--- config.mk ---
export PLATFORM = sky130hd
export DESIGN_NAME = imsc_blend
export DESIGN_NICKNAME = d
export VERILOG_FILES = /design/src/hw/rtl/imsc_pkg.sv /design/src/hw/rtl/imsc_blend.sv
export SDC_FILE = /design/constraint.sdc
export NUM_CORES = 2
export LEC_CHECK = 0
export ABC_AREA = 1
export BUFFER_PORTS_ARGS = -buffer_cell sky130_fd_sc_hd__buf_2
export CAP_MARGIN = 10
export CORE_MARGIN = 3
export CORE_UTILIZATION = 45
export CTS_CLUSTER_SIZE = 24
export DETAILED_ROUTE_END_ITERATION = 10
export GPL_TIMING_DRIVEN = 0
export PLACE_DENSITY_LB_ADDON = 0.2
export SYNTH_ARGS = -nofsm -noshare
export SYNTH_HDL_FRONTEND = slang
export SYNTH_SLANG_ARGS = --single-unit
export TNS_END_PERCENT = 1
--- constraint.sdc ---
create_clock -name aclk -period 12.95 [get_ports aclk]
set_clock_uncertainty 0.15 [all_clocks]
set_input_delay 0.6475 -clock aclk [delete_from_list [all_inputs] [get_ports aclk]]
set_output_delay 0.6475 -clock aclk [all_outputs]
set_load 0.02 [all_outputs]
--- src/hw/rtl/imsc_pkg.sv ---
// Shared types and constants for the image scaler core.
// No dependencies; imported by every module of the block.
package imsc_pkg;

    // Item kinds
    localparam logic KIND_LOAD = 1'b0;
    localparam logic KIND_REQ  = 1'b1;

    // Configuration register indexes
    localparam logic [2:0] CFG_SRC_W  = 3'd0;
    localparam logic [2:0] CFG_SRC_H  = 3'd1;
    localparam logic [2:0] CFG_TGT_L  = 3'd2;
    localparam logic [2:0] CFG_TGT_T  = 3'd3;
    localparam logic [2:0] CFG_TGT_W  = 3'd4;
    localparam logic [2:0] CFG_TGT_H  = 3'd5;
    localparam logic [2:0] CFG_CNV_W  = 3'd6;
    localparam logic [2:0] CFG_CNV_H  = 3'd7;

    // Blend and divider constants: weight of one, rounding half and numerator width
    localparam logic [8:0]  FRAC_ONE   = 9'd256;
    localparam logic [25:0] ROUND_HALF = 26'd32768;
    localparam int          NUM_W      = 28;

    // Item carried alongside the division pipeline
    typedef struct packed {
        logic        kind;
        logic        bil;
        logic        act;
        logic [11:0] col;
        logic [11:0] row;
        logic [31:0] pix;
        logic [6:0]  sw;
        logic [6:0]  sh;
    } item_t;

    // Four fetched neighbors and weights for the blend unit
    typedef struct packed {
        logic        near;
        logic [7:0]  fx;
        logic [7:0]  fy;
        logic [31:0] p00;
        logic [31:0] p10;
        logic [31:0] p01;
        logic [31:0] p11;
        logic [11:0] col;
        logic [11:0] row;
    } blend_req_t;

    // Finished result word
    typedef struct packed {
        logic [11:0] col;
        logic [11:0] row;
        logic [31:0] color;
    } pix_out_t;

endpackage

--- src/hw/rtl/imsc_blend.sv ---
// Two-stage per-channel bilinear blend with round half up; nearest passes the word.
// Depends on imsc_pkg; instantiated by image_scaler_nearest_bilinear_core.
module imsc_blend
    import imsc_pkg::*;
(
    input  logic       aclk,
    input  logic       aresetn,
    input  logic       en,
    input  logic       in_valid,
    input  blend_req_t in_req,
    output logic       out_valid,
    output pix_out_t   out_pix
);

    logic        b1v_reg;
    logic        b1near_reg;
    logic [31:0] b1word_reg;
    logic [7:0]  b1fy_reg;
    logic [11:0] b1col_reg, b1row_reg;
    logic [16:0] top_reg [3];
    logic [16:0] bot_reg [3];
    logic [16:0] top_next [3];
    logic [16:0] bot_next [3];
    logic [7:0]  ch [3];
    logic [25:0] vsum [3];
    logic [8:0]  wx, wy;

    logic     b2v_reg;
    pix_out_t b2_reg;
    pix_out_t b2_next;

    // Horizontal and vertical weights
    assign wx = FRAC_ONE - {1'b0, in_req.fx};
    assign wy = FRAC_ONE - {1'b0, b1fy_reg};

    always_comb begin
        for (int c = 0; c < 3; c++) begin
            top_next[c] = 17'(in_req.p00[8*c +: 8] * wx)
                        + 17'(in_req.p10[8*c +: 8] * {1'b0, in_req.fx});
            bot_next[c] = 17'(in_req.p01[8*c +: 8] * wx)
                        + 17'(in_req.p11[8*c +: 8] * {1'b0, in_req.fx});
        end
    end

    // Vertical blend and rounding
    always_comb begin
        for (int c = 0; c < 3; c++) begin
            vsum[c] = 26'(top_reg[c] * wy) + 26'(bot_reg[c] * {1'b0, b1fy_reg}) + ROUND_HALF;
            ch[c]   = vsum[c][23:16];
        end
        b2_next.col   = b1col_reg;
        b2_next.row   = b1row_reg;
        b2_next.color = b1near_reg ? b1word_reg : {8'h00, ch[2], ch[1], ch[0]};
    end

    always_ff @(posedge aclk) begin
        if (!aresetn) begin
            b1v_reg <= 1'b0;
            b2v_reg <= 1'b0;
        end else if (en) begin
            b1v_reg <= in_valid;
            b2v_reg <= b1v_reg;
        end
    end

    always_ff @(posedge aclk) begin
        if (en) begin
            b1near_reg <= in_req.near;
            b1word_reg <= in_req.p11;
            b1fy_reg   <= in_req.fy;
            b1col_reg  <= in_req.col;
            b1row_reg  <= in_req.row;
            for (int c = 0; c < 3; c++) begin
                top_reg[c] <= top_next[c];
                bot_reg[c] <= bot_next[c];
            end
            b2_reg <= b2_next;
        end
    end

    assign out_valid = b2v_reg;
    assign out_pix   = b2_reg;

endmodule

* After elaboration in Yosys (flattened, before gate mapping)
Memories as Yosys holds them, arrays and structs flattened.
Cells that the tools add are included.
Widths: inputs -> output; s select.
** Word-level totals
- Register bits after elaboration :: 123
- Memory bits (writable) :: 102
- Bits of input ports :: 173
- Output and inout bits :: 57
- Logic and storage cells :: 48
- Memories :: 2
** Operators by class
- Add/subtract/negate cells :: 14
- $mul :: 18
- Muxes and demuxes :: 3
** Memory list
- bot_reg :: words 3, width 17, rd ports 3, clocked after Yosys merged registers in 0, write ports 3, RTL line imsc_blend.sv:21 : logic [16:0] bot_reg [3];
- top_reg :: words 3, width 17, rd ports 3, clocked after Yosys merged registers in 0, write ports 3, RTL line imsc_blend.sv:20 : logic [16:0] top_reg [3];
** Operators with widths (count)
- $add 17x16->17 :: 6
- $mul 8x9->17 :: 6
- $mul 8x8->16 :: 6
- $add 24x16->24 const B :: 3
- $add 24x24->24 :: 3
- $mul 17x8->24 :: 3
- $mul 17x9->24 :: 3
- $mux 24 :: 1
- $sub 9x8->9 const A :: 2
- $mux 1 :: 2

* Logic depth before layout (Yosys ltp)
- Depth after elaboration :: 5
- Gate-level depth with buffers :: 36
- Depth with buffers taken out :: 34

* Worst setup path before layout
OpenSTA, ideal clock, no wires.
- Path kind :: input port to flip-flop
- Start :: input in_req[161] (netlist name)
- End :: memory bot_reg[2][15] (netlist: bot_reg[0][49]) (data pin)
- Setup time :: 258 ps
- Arrival time :: 6938 ps
- Required time :: 12542 ps
- Slack :: 5604 ps
- Cell stages on the path :: 33
- Buffers on the path :: 4
- Cell sequence :: clkbuf_1 clkbuf_1 buf_1 inv_1 ha_1 nand2_1 nor2_1 inv_1 or2_1 nand2_1 inv_2 buf_1 nand2_1 fa_1 fa_1 inv_1 fa_1 fa_1 inv_1 fa_1 fa_1 inv_1 ha_1 a21oi_1 or2_2 nand3_1 a21boi_0 o21ai_0 nand2_1 inv_1 nor2_1 nand2_1 nand2_1
** RTL lines
- start, declared :: RTL line imsc_blend.sv:10 : input blend_req_t in_req,
- end, declared :: RTL line imsc_blend.sv:21

==> metrics.cfg <==
[run_status]
outcome = completed

[placed_design]
hpwl_mm = 169.9
pre_cts_ws_ns = 2.231
place_inst = 9958
placement.io_buffers = 164
place_congestion = 1.002

[timing]
max_freq_ghz = 0.09586
worst_pin_slew_ns = 1.398
fin_crit_sh_pct = 80.55
setup_ws_ns = 2.519
maxSlewViolCount = 0
finalSetupViolations = 0
slew_headroom_pct = 6.819
finalCriticalPeriod_ns = 10.43
rsz0062_at_grt = no
tns_ns = 0
hold_viol_final = 0

[detailed_routing]
final_antenna_net_count = 0
firstDrtPassIters = 6
drc = 0
vias = 49210
viasPerCell = 4.916
drt-initial-drc-count = 3989
drt-total-wl_mm = 198.0
drt-wirelength-per-cell_um = 19.78

[synth]
syn_nets = 10050
seq_area_frac_synth_pct = 10.51
netlist_area_sq_um = 64130
avgSynthCellArea_sq_um = 8.106
async_flop_share_pct = 0
synth_seq_cells = 225
synthCells = 7911
synth-edff-count = 223
synth_cell_types = 43
yosysWarnings = 0
ys.flop_type = edfxtp_1

[cts]
cts_tree = done
cts_buffers = 25
cts_setup_buffers = 0
clk_latency_ns = 0.59
cts.clk_slew.worst_paths_ns = 0.06
cts_resized = 0
clockBufferDepth = 3
clock_sinks = 225
root_buffer = clkbuf_16
ctsHoldBuffers = 0
htreeDepth = 1

[finish]
finish.utilization_pct = 48.58
synthToLayoutAreaGrowth_pct = 6.482
largest_reg_flops = 56
drive_gt1_share_pct = 4.318
nNetsFinal = 10240
instances_no_fill = 10010
fillers = 14040

[flow_run]
maxCapViolCount = 0

[setup_path]
path_max_fanout = 10
worstPathRequired_ns = 13.09
worstSetupPathType = primary input to flip-flop
path_common_cell = nand2_1
slowest_delay_ns = 0.93
worst_ep_arrival_time_ns = 10.57
cp-start-kind = primary input
crit_slowest_cell = buf_1
end_kind = flip-flop

[grt]
grt_pass1_wl_mm = 303.9
grt_max_degree = 116
grt_pass1_vias = 50450
grt_overflow = 0
grt_use_total_pct = 27.61
grt_antenna_before_repair = 12

[die]
die_width_um = 383.5
start_util_pct = 45.62
die-height_um = 383.5
io_pins = 230
num_rows = 137
core_area_sq_um = 140600
dieArea_sq_um = 147100

[hold_path]
min_path_type = primary input to flip-flop

## Yosys cell counts (2+ instances only)
master	n	area, sq um
nor4_1	3	18.77
a31oi_1	9	56.30
buf_6	4	45.04
nand2_1	1671	6272
clkbuf_1	144	540.5
o21ai_0	72	360.4
o21bai_1	5	37.54
nand4_1	21	131.4
edfxtp_1	223	6696
a21boi_0	4	30.03
xnor2_1	40	350.3
xor2_1	75	656.9
fa_1	1314	26310
ha_1	647	8095
o211ai_1	3	22.52
dfxtp_1	2	40.04
nor2_2	2	12.51
a21oi_1	140	700.7
o31ai_1	7	52.55
buf_2	8	40.04
inv_2	7	26.28
nor3_1	19	95.09
or2_2	7	43.79
or2_1	2	12.51
a21o_1	15	112.6
clkbuf_2	102	510.5
buf_1	34	127.6
nor2_1	513	1926
nand3_1	97	485.5
o2111ai_1	6	52.55
inv_1	2695	10120
a31o_2	3	26.28
nand3b_1	7	52.55
## layout by cell type, fill, tap and decap left out, types with 3 or more instances in the layout
cell type   count
o21bai_1        5
o31ai_1         7
nor3_1         19
a21oi_1       140
nand2_1      1671
xor2_1         75
or2_2           7
buf_6           6
a21o_1         15
nor4_1          3
nand3b_1        7
nand3_1        97
ha_1          647
inv_2           7
buf_8           5
buf_1          34
clkbuf_16      25
nand4_1        21
bufinv_16       3
diode_2         7
clkinv_2        6
a31o_2          3
o21ai_0        72
clkbuf_1      145
buf_2         171
nor2_1        513
inv_1        2695
o2111ai_1       6
xnor2_1        39
clkinvlp_4      3
a31oi_1         9
a21boi_0        4
edfxtp_1      223
clkbuf_2      102
o211ai_1        3
fa_1         1314
clkinv_1        5
## stage by stage
| stage | instance area, sq um | hold slack (ns) |
|---|---|---|
| final | 68280 | 0.07175 |
| after global routing | 68280 | 0.05948 |
| after CTS | 68260 | 0.04575 |
| after detailed placement | 67420 | 0.2545 |
| after global placement | 67290 | 0.2502 |
| after floorplan | 64130 | 0.2503 |
## worst max-delay path: cells and delay by family
family	cells	cell delay [ns]
adder cells (fa/ha/maj)	8	3.73
buffers and inverters	10	3.61
AND/OR/NAND/NOR	15	1.85
XOR/XNOR	1	0.62
AO/OA/AOI/OAI	1	0.10
## metal layers
metal / track usage (%) / part of all wire [%]
met2: 43.60 / 45
met4: 11.02 / 4.9
met1: 37.38 / 41
met5: 0 / 0.011
met3: 5.469 / 9.5
## cell families (layout without fill, tap and decap cells)
logic type      after synthesis  count (layout)  synth area share (%)
simple gates               2346            2346                 14.17
fa+ha+maj                  1961            1961                 53.65
other cells                   0               7                     0
buf+inv                    2996            3213                 17.80
xor+xnor                    115             115                 1.571
compound gates              268             268                 2.308
flops                       225             225                 10.51
## layout make-up
class | instances | area (sq um) | area share, %
clock inverters | 20 | 214.0 | 0.3133
multi-input cells | 4690 | 45980 | 67.34
clock buffers | 26 | 629.4 | 0.9217
flip-flops and latches | 225 | 6736 | 9.866
diodes | 7 | 17.52 | 0.02565
plain buffers | 293 | 1271 | 1.862
inverters | 2703 | 10150 | 14.86
repair buffers | 171 | 940.9 | 1.378
well taps | 1876 | 2347 | 3.438
## worst paths after layout
kind	start	endpoint	slack, ns	cells after the start
hold reg to reg	b1row_reg[6]	out_pix[38]	0.27	0
setup reg to reg	b1fy_reg[1]	out_pix[8]	3.81	24
hold / removal	in_req[13]	b1col_reg[1]	0.07	1
setup / recovery	in_req[161]	bot_reg[0][33]	2.52	35
Power is left out: the tool's default activity adds up to more than one toggle a clock period on the data nets, which glitch-free logic cannot reach.
