[src/hw/rtl/imsc_pkg.sv]
// Shared types and constants for the image scaler core.
// No dependencies; imported by every module of the block.
package imsc_pkg;

    // Item kinds
    localparam logic KIND_LOAD = 1'b0;
    localparam logic KIND_REQ  = 1'b1;

    // Configuration register indexes
    localparam logic [2:0] CFG_SRC_W  = 3'd0;
    localparam logic [2:0] CFG_SRC_H  = 3'd1;
    localparam logic [2:0] CFG_TGT_L  = 3'd2;
    localparam logic [2:0] CFG_TGT_T  = 3'd3;
    localparam logic [2:0] CFG_TGT_W  = 3'd4;
    localparam logic [2:0] CFG_TGT_H  = 3'd5;
    localparam logic [2:0] CFG_CNV_W  = 3'd6;
    localparam logic [2:0] CFG_CNV_H  = 3'd7;

    // Blend and divider constants: weight of one, rounding half and numerator width
    localparam logic [8:0]  FRAC_ONE   = 9'd256;
    localparam logic [25:0] ROUND_HALF = 26'd32768;
    localparam int          NUM_W      = 28;

    // Item carried alongside the division pipeline
    typedef struct packed {
        logic        kind;
        logic        bil;
        logic        act;
        logic [11:0] col;
        logic [11:0] row;
        logic [31:0] pix;
        logic [6:0]  sw;
        logic [6:0]  sh;
    } item_t;

    // Four fetched neighbors and weights for the blend unit
    typedef struct packed {
        logic        near;
        logic [7:0]  fx;
        logic [7:0]  fy;
        logic [31:0] p00;
        logic [31:0] p10;
        logic [31:0] p01;
        logic [31:0] p11;
        logic [11:0] col;
        logic [11:0] row;
    } blend_req_t;

    // Finished result word
    typedef struct packed {
        logic [11:0] col;
        logic [11:0] row;
        logic [31:0] color;
    } pix_out_t;

endpackage

[src/hw/rtl/imsc_div.sv]
// Pipelined restoring divider, one quotient bit per stage, two axes in parallel.
// Depends on imsc_pkg; instantiated by image_scaler_nearest_bilinear_core.
module imsc_div
    import imsc_pkg::*;
#(
    parameter int QW = 15,
    parameter int NW = 28,
    parameter int DW = 13,
    parameter int PW = 8
) (
    input  logic          aclk,
    input  logic          aresetn,
    input  logic          en,
    input  logic          in_valid,
    input  logic [NW-1:0] in_nx,
    input  logic [NW-1:0] in_ny,
    input  logic [DW-1:0] den_x,
    input  logic [DW-1:0] den_y,
    input  logic [PW-1:0] in_pay,
    output logic          out_valid,
    output logic [QW-1:0] out_qx,
    output logic [QW-1:0] out_qy,
    output logic [PW-1:0] out_pay
);

    logic          v_reg   [QW];
    logic [QW-1:0] lox_reg [QW];
    logic [QW-1:0] loy_reg [QW];
    logic [DW-1:0] rx_reg  [QW];
    logic [DW-1:0] ry_reg  [QW];
    logic [QW-1:0] qx_reg  [QW];
    logic [QW-1:0] qy_reg  [QW];
    logic [PW-1:0] pay_reg [QW];

    for (genvar k = 0; k < QW; k++) begin : g_step
        logic          iv;
        logic [QW-1:0] ilox, iloy, iqx, iqy;
        logic [DW-1:0] irx, iry, nrx, nry;
        logic [PW-1:0] ipay;
        logic [DW:0]   tx, ty;
        logic          gex, gey;

        if (k == 0) begin : g_first
            assign iv   = in_valid;
            assign ilox = in_nx[QW-1:0];
            assign iloy = in_ny[QW-1:0];
            assign irx  = DW'(in_nx >> QW);
            assign iry  = DW'(in_ny >> QW);
            assign iqx  = '0;
            assign iqy  = '0;
            assign ipay = in_pay;
        end else begin : g_next
            assign iv   = v_reg[k-1];
            assign ilox = lox_reg[k-1];
            assign iloy = loy_reg[k-1];
            assign irx  = rx_reg[k-1];
            assign iry  = ry_reg[k-1];
            assign iqx  = qx_reg[k-1];
            assign iqy  = qy_reg[k-1];
            assign ipay = pay_reg[k-1];
        end

        // Shift in the next numerator bit and try the subtract
        assign tx  = {irx, ilox[QW-1-k]};
        assign ty  = {iry, iloy[QW-1-k]};
        assign gex = tx >= {1'b0, den_x};
        assign gey = ty >= {1'b0, den_y};
        assign nrx = gex ? DW'(tx - {1'b0, den_x}) : DW'(tx);
        assign nry = gey ? DW'(ty - {1'b0, den_y}) : DW'(ty);

        always_ff @(posedge aclk) begin
            if (!aresetn) begin
                v_reg[k] <= 1'b0;
            end else if (en) begin
                v_reg[k] <= iv;
            end
        end

        always_ff @(posedge aclk) begin
            if (en) begin
                lox_reg[k] <= ilox;
                loy_reg[k] <= iloy;
                rx_reg[k]  <= nrx;
                ry_reg[k]  <= nry;
                qx_reg[k]  <= {iqx[QW-2:0], gex};
                qy_reg[k]  <= {iqy[QW-2:0], gey};
                pay_reg[k] <= ipay;
            end
        end
    end

    assign out_valid = v_reg[QW-1];
    assign out_qx    = qx_reg[QW-1];
    assign out_qy    = qy_reg[QW-1];
    assign out_pay   = pay_reg[QW-1];

endmodule

[config.mk]
export PLATFORM = sky130hd
export DESIGN_NAME = imsc_div
export DESIGN_NICKNAME = d
export VERILOG_FILES = /design/src/hw/rtl/imsc_pkg.sv /design/src/hw/rtl/imsc_div.sv
export SDC_FILE = /design/constraint.sdc
export NUM_CORES = 2
export LEC_CHECK = 0
export CAP_MARGIN = 20
export CORE_MARGIN = 1
export CORE_UTILIZATION = 30
export CTS_BUF_LIST = sky130_fd_sc_hd__clkbuf_4
export DETAILED_ROUTE_END_ITERATION = 7
export DONT_BUFFER_PORTS = 1
export GPL_TIMING_DRIVEN = 0
export SLEW_MARGIN = 20
export SYNTH_ARGS = -nofsm -noshare
export SYNTH_HDL_FRONTEND = slang
export SYNTH_SLANG_ARGS = --single-unit
[constraint.sdc]
create_clock -name aclk -period 4.6 [get_ports aclk]
set_input_delay 0.92 -clock aclk [delete_from_list [all_inputs] [get_ports aclk]]
set_output_delay 0.92 -clock aclk [all_outputs]
set_load 0.01 [all_outputs]
* Word-level counts from Yosys, hierarchy flattened
Memories as Yosys holds them, arrays and structs flattened. Cells that the tools add are included.
Storage, ports and cells: register bits 0, bits in writable memories 1425, output and inout bits 39, logic and storage cells 133, memories kept 8
Cells by class: add/sub/neg operators 30, $lt $le $gt $ge 30, mux-type cells 50, bitwise logic cells 15
Memory list:
- lox_reg | words 15, width 15, rd ports 14, clocked after memory_dff 0, write ports 15, line imsc_div.sv:27 | logic [QW-1:0] lox_reg [QW];
- loy_reg | words 15, width 15, rd ports 14, clocked after memory_dff 0, write ports 15, line imsc_div.sv:28 | logic [QW-1:0] loy_reg [QW];
- qx_reg | words 15, width 15, rd ports 15, clocked after memory_dff 0, write ports 15, line imsc_div.sv:31 | logic [QW-1:0] qx_reg [QW];
- qy_reg | words 15, width 15, rd ports 15, clocked after memory_dff 0, write ports 15, line imsc_div.sv:32 | logic [QW-1:0] qy_reg [QW];
- rx_reg | words 15, width 13, rd ports 14, clocked after memory_dff 0, write ports 15, line imsc_div.sv:29 | logic [DW-1:0] rx_reg [QW];
- ry_reg | words 15, width 13, rd ports 14, clocked after memory_dff 0, write ports 15, line imsc_div.sv:30 | logic [DW-1:0] ry_reg [QW];
- +2 memories
Operator list (count):
- 14-bit by 13-bit >= comparator with 1-bit output | 30
- 13-bit 2-to-1 mux | 30
- 13-bit subtractor | 30
- 1-bit 2-to-1 mux | 20
- 1-bit bitwise OR | 15

* Depth between registers and ports, before layout
word-level depth 4, depth in mapped cells 12, mapped depth without buffers 11

* Worst setup path before layout
Ideal clock, no wire load.
path kind input to register, start input den_y[2], end memory ry_reg[1][5], in the netlist ry_reg[0][18], data pin, arrival time 3.233 ns, setup slack 1.107 ns, stages on the path 10, path buffers 1, path through inv_1 > ha_1 > nor2b_1 > o21ai_1 > a21oi_1 > nor3_2 > a211oi_1 > nor4_4 > buf_4 > mux2_2
RTL lines:
- from (decl) | line imsc_div.sv:18 | input logic [DW-1:0] den_y,
- to (decl) | line imsc_div.sv:30

==> run_summary.xml <==
<?xml version="1.0" encoding="UTF-8"?>
<metrics>
  <group name="run_status">
    <metric name="outcome" unit="">finished clean</metric>
  </group>
  <group name="synthesis">
    <metric name="yosysSeqAreaShare" unit="">0.5657</metric>
    <metric name="dominantRegCellSynth" unit="">sky130_fd_sc_hd__edfxtp_1</metric>
    <metric name="synth_top_cell_by_area" unit="">sky130_fd_sc_hd__edfxtp_1</metric>
    <metric name="syn_area" unit="µm²">50360</metric>
    <metric name="synth_top_cells_by_count" unit="">948 x sky130_fd_sc_hd__edfxtp_1, 390 x sky130_fd_sc_hd__ha_1, 240 x sky130_fd_sc_hd__mux2_2, 197 x sky130_fd_sc_hd__nand2_1, 185 x sky130_fd_sc_hd__o21ai_0</metric>
    <metric name="synth_seq_cells" unit="">949</metric>
    <metric name="synth.most_common_cell" unit="">sky130_fd_sc_hd__edfxtp_1</metric>
    <metric name="syn-num-nets" unit="">4294</metric>
    <metric name="yosys_warnings" unit="">0</metric>
    <metric name="number_of_flops_mapped_to_enable_cells_by_yosys" unit="">948</metric>
    <metric name="post_synth.cell_area_avg" unit="µm²">13.32</metric>
    <metric name="synth_area_leaders" unit="">sky130_fd_sc_hd__edfxtp_1 57%, sky130_fd_sc_hd__ha_1 9.7%, sky130_fd_sc_hd__mux2_2 5.4%</metric>
    <metric name="synthDominantCellAreaShare" unit="">0.5653</metric>
    <metric name="async_reset_ff_frac" unit="">0</metric>
    <metric name="post_synth_num_cell_types" unit="">82</metric>
    <metric name="synthCells" unit="">3782</metric>
  </group>
  <group name="floorplanning">
    <metric name="fp.dieW" unit="µm">411.7</metric>
    <metric name="fp.dieArea" unit="µm²">169500</metric>
    <metric name="top_level_ports" unit="">133</metric>
    <metric name="core-area" unit="µm²">165700</metric>
    <metric name="chipHeight" unit="µm">411.7</metric>
    <metric name="core.rowCount" unit="">149</metric>
    <metric name="starting_utilization_of_the_core_area" unit="">0.3038</metric>
  </group>
  <group name="grt">
    <metric name="first_global_vias" unit="">32430</metric>
    <metric name="largest_net_degree_at_the_start_of_global_routing" unit="">184</metric>
    <metric name="grt_antenna_before_repair" unit="">8</metric>
    <metric name="globalRoute.totalOverflow" unit="">0</metric>
    <metric name="track_usage" unit="">0.1222</metric>
    <metric name="first_pass_grt_wire_length" unit="µm">165500</metric>
  </group>
  <group name="worst_setup_path">
    <metric name="timing.critical_path.to_type" unit="">flip-flop</metric>
    <metric name="worst-path-max-fanout" unit="">13</metric>
    <metric name="timing.critical_path.cells" unit="">dlygate4sd3_1 &gt; ha_1 &gt; fa_1 &gt; nor2b_1 &gt; o21ai_1 &gt; a21boi_2 &gt; o21ai_1 &gt; a311oi_1 &gt; nor4_4 &gt; buf_2 &gt; mux2_2</metric>
    <metric name="cp_top_family" unit="">buffers and inverters</metric>
    <metric name="path_class" unit="">primary input to flip-flop</metric>
    <metric name="setup.worst_path.start_class" unit="">primary input</metric>
    <metric name="reg2reg_depth" unit="">11</metric>
    <metric name="arrival" unit="ps">4620</metric>
    <metric name="worstReg2RegEnd" unit="">ry_reg[0][84]</metric>
    <metric name="critical_path_depth" unit="">11</metric>
    <metric name="critical_path.slowest_cell" unit="">sky130_fd_sc_hd__dlygate4sd3_1</metric>
    <metric name="cp_data_required_time" unit="ps">5550</metric>
    <metric name="critical-path-top-cell-by-count" unit="">sky130_fd_sc_hd__o21ai_1</metric>
    <metric name="wp_buf_inv" unit="">2</metric>
    <metric name="critical_path.reg2reg.startpoint" unit="">loy_reg[0][83]</metric>
    <metric name="timing.reg2reg.setup_slack" unit="ps">1310</metric>
    <metric name="critPathMaxStageDelay" unit="ps">1110</metric>
  </group>
  <group name="power_and_ir_drop">
    <metric name="vdd_drop_max" unit="µV">241.6</metric>
    <metric name="cellLeakagePower" unit="nW">22.19</metric>
    <metric name="power_per_cell_area" unit="nW/µm²">635.3</metric>
  </group>
  <group name="clocking">
    <metric name="clk-insertion-delay-late" unit="ps">1250</metric>
    <metric name="cts_root_buf" unit="">sky130_fd_sc_hd__clkbuf_4</metric>
    <metric name="numCtsBuffers" unit="">296</metric>
    <metric name="clkSinkCount" unit="">949</metric>
    <metric name="clockBufferDepth" unit="">4</metric>
    <metric name="cts_tree" unit="">done</metric>
    <metric name="cts_setup_buffers" unit="">0</metric>
    <metric name="h-tree-depth" unit="">5</metric>
    <metric name="clock_pin_slew_worst_setup_and_hold_paths" unit="ps">50</metric>
  </group>
  <group name="detailed_routing">
    <metric name="post-route-drc-count" unit="">0</metric>
    <metric name="routed_via_density" unit="">4.812</metric>
    <metric name="via_count" unit="">31540</metric>
    <metric name="drt_iter0_drc" unit="">1639</metric>
    <metric name="routed_wirelength" unit="µm">104100</metric>
    <metric name="number_of_nets_with_antenna_violations_after_routing" unit="">0</metric>
    <metric name="dr.pass1.iters" unit="">5</metric>
    <metric name="routed_wire_length_per_instance" unit="µm">15.88</metric>
  </group>
  <group name="place">
    <metric name="place_inst" unit="">5976</metric>
    <metric name="globalplace.congestion" unit="">0.8670</metric>
    <metric name="placement.io_buffers" unit="">0</metric>
    <metric name="place.detailed.hpwl" unit="µm">67880</metric>
  </group>
  <group name="timing">
    <metric name="fin_crit" unit="ps">3665</metric>
    <metric name="finalMaxSlewViolations" unit="">0</metric>
    <metric name="timing.max_slew.rel_slack" unit="">0.07623</metric>
    <metric name="finalHoldViolCount" unit="">0</metric>
    <metric name="max_freq" unit="MHz">272.8</metric>
    <metric name="worst-slew-pin-transition" unit="ps">1386</metric>
    <metric name="rsz0062_at_grt" unit="">no</metric>
    <metric name="finalClockSkew" unit="ps">80.35</metric>
    <metric name="period_share" unit="">0.7968</metric>
    <metric name="totalNegativeSetupSlack" unit="ps">0</metric>
    <metric name="setup-violations-final" unit="">0</metric>
  </group>
  <group name="hold_path">
    <metric name="min_delay_path_depth" unit="">3</metric>
    <metric name="hp-start" unit="">in_ny[19]</metric>
    <metric name="whs_endpoint" unit="">ry_reg[0][5]</metric>
    <metric name="holdCritPathClass" unit="">primary input to flip-flop</metric>
  </group>
  <group name="job">
    <metric name="max_cap_violations" unit="">0</metric>
  </group>
  <group name="final_layout">
    <metric name="layout-area-overhead-vs-synth" unit="%">14.50</metric>
    <metric name="final_nets" unit="">4686</metric>
    <metric name="drive_gt1_frac" unit="">0.1812</metric>
    <metric name="area_taken_by_multi_input_logic_gates" unit="µm²">21010</metric>
    <metric name="layout.cells.non_filler" unit="">6553</metric>
    <metric name="number_of_filler_cells_placed_in_the_layout" unit="">16060</metric>
    <metric name="seq_area" unit="µm²">28490</metric>
  </group>
</metrics>
## routing by layer
layer / vias to the layer above / global-route usage / wire length (µm)
li1: 15590 / - / -
met4: 0 / 0.05512 / 3397
met3: 252 / 0.03719 / 5689
met1: 15000 / 0.1507 / 47180
met2: 695 / 0.1957 / 47810
met5: - / 0 / 0
## per-stage QoR
stage	cell area [µm²]	util	setup slack (ps)	power, W	hold WS [ps]
finish	57660	0.3479	934.9	0.03663	244.7
global route	57660	0.3479	886.1	0.03953	24.00
CTS	57640	0.3478	1155	0.03715	2.303
detailed placement	53230	0.3212	142.9	0.02859	404.5
global placement	53100	0.3204	179.9	0.02812	400.3
floorplan	50360	-	1107	0.02537	400.3
## layout by cell type, fill, tap and decap left out, types with 18 or more instances in the layout
cell type	netlist	routed
sky130_fd_sc_hd__nand2_1	197	197
sky130_fd_sc_hd__nor2_1	160	160
sky130_fd_sc_hd__a211o_1	18	18
sky130_fd_sc_hd__mux2_2	240	240
sky130_fd_sc_hd__and3_1	32	32
sky130_fd_sc_hd__nand2b_1	61	61
sky130_fd_sc_hd__a211oi_1	24	24
sky130_fd_sc_hd__dlygate4sd3_1	0	85
sky130_fd_sc_hd__nor2b_1	71	71
sky130_fd_sc_hd__fa_1	28	28
sky130_fd_sc_hd__a21oi_1	169	169
sky130_fd_sc_hd__xor2_1	97	97
sky130_fd_sc_hd__clkinv_1	0	37
sky130_fd_sc_hd__and2_1	22	22
sky130_fd_sc_hd__o21ai_1	23	23
sky130_fd_sc_hd__a31oi_1	27	27
sky130_fd_sc_hd__clkbuf_1	18	18
sky130_fd_sc_hd__clkbuf_4	0	425
sky130_fd_sc_hd__edfxtp_1	948	948
sky130_fd_sc_hd__o31ai_1	36	36
sky130_fd_sc_hd__nand4_1	47	47
sky130_fd_sc_hd__ha_1	390	390
sky130_fd_sc_hd__a21o_1	131	131
sky130_fd_sc_hd__mux2i_1	64	64
sky130_fd_sc_hd__xnor2_1	141	141
sky130_fd_sc_hd__nor3_1	85	85
sky130_fd_sc_hd__nand3_1	49	49
sky130_fd_sc_hd__o21ai_0	185	185
sky130_fd_sc_hd__o21a_1	62	62
sky130_fd_sc_hd__inv_1	155	151
## cells by family (layout without fill, tap and decap cells)
family          count (synthesis)  after routing  share of synthesized area
compound gates                853            853                     0.1149
xor+xnor                      238            238                    0.04139
fa+ha+maj                     418            418                     0.1080
buf+inv                       203            775                    0.01714
flops                         949            949                     0.5657
mux                           312            312                    0.06877
other cells                     0             10                          0
simple gates                  809            809                    0.08410
## how the worst max path moves through the flow
stage | startpoint | endpoint | slack (ps)
5_1_grt | den_y[0] | ry_reg[0][31] | 890
3_5_place_dp | den_x[2] | rx_reg[1][76] | 140
2_1_floorplan | den_y[2] | ry_reg[0][18] | 1110
4_1_cts | den_y[0] | ry_reg[0][31] | 1160
6_report | den_y[0] | ry_reg[0][84] | 930
3_3_place_gp | den_x[2] | rx_reg[1][72] | 180
## timing repair
action / in CTS / in global routing
resized for setup: 0 / 0
hold buffers: 89 / 0
endpoints found under the hold margin: 296 / 0
## cell type report
| class | instances | area share |
|---|---|---|
| diodes | 10 | 0.0004340 |
| well taps | 2189 | 0.04750 |
| clock inverters | 53 | 0.004730 |
| inverters | 155 | 0.01009 |
| flip-flops and latches | 949 | 0.4940 |
| plain buffers | 48 | 0.004882 |
| repair buffers | 94 | 0.01866 |
| multi-input cells | 2630 | 0.3643 |
| clock buffers | 425 | 0.05533 |
## worst register-to-register path, cell delays in order, from the launching register on
cell and delay [ps]:
sky130_fd_sc_hd__edfxtp_1 330, sky130_fd_sc_hd__inv_1 50, sky130_fd_sc_hd__ha_1 200, sky130_fd_sc_hd__fa_1 410, sky130_fd_sc_hd__nor2b_1 140, sky130_fd_sc_hd__o21ai_1 110
sky130_fd_sc_hd__a21boi_2 250, sky130_fd_sc_hd__o21ai_1 100, sky130_fd_sc_hd__a311oi_1 700, sky130_fd_sc_hd__nor4_4 160, sky130_fd_sc_hd__buf_2 260, sky130_fd_sc_hd__mux2_2 290
## power breakdown
| group | total, W | switching, W | leakage [nW] | internal, W |
|---|---|---|---|---|
| clock network | 0.00797 | 0.00367 | 2.10 | 0.00430 |
| logic | 0.0151 | 0.00786 | 10.8 | 0.00729 |
| registers | 0.0135 | 0.000957 | 9.28 | 0.0126 |
Note: power is estimated with default switching activity, not from simulation.
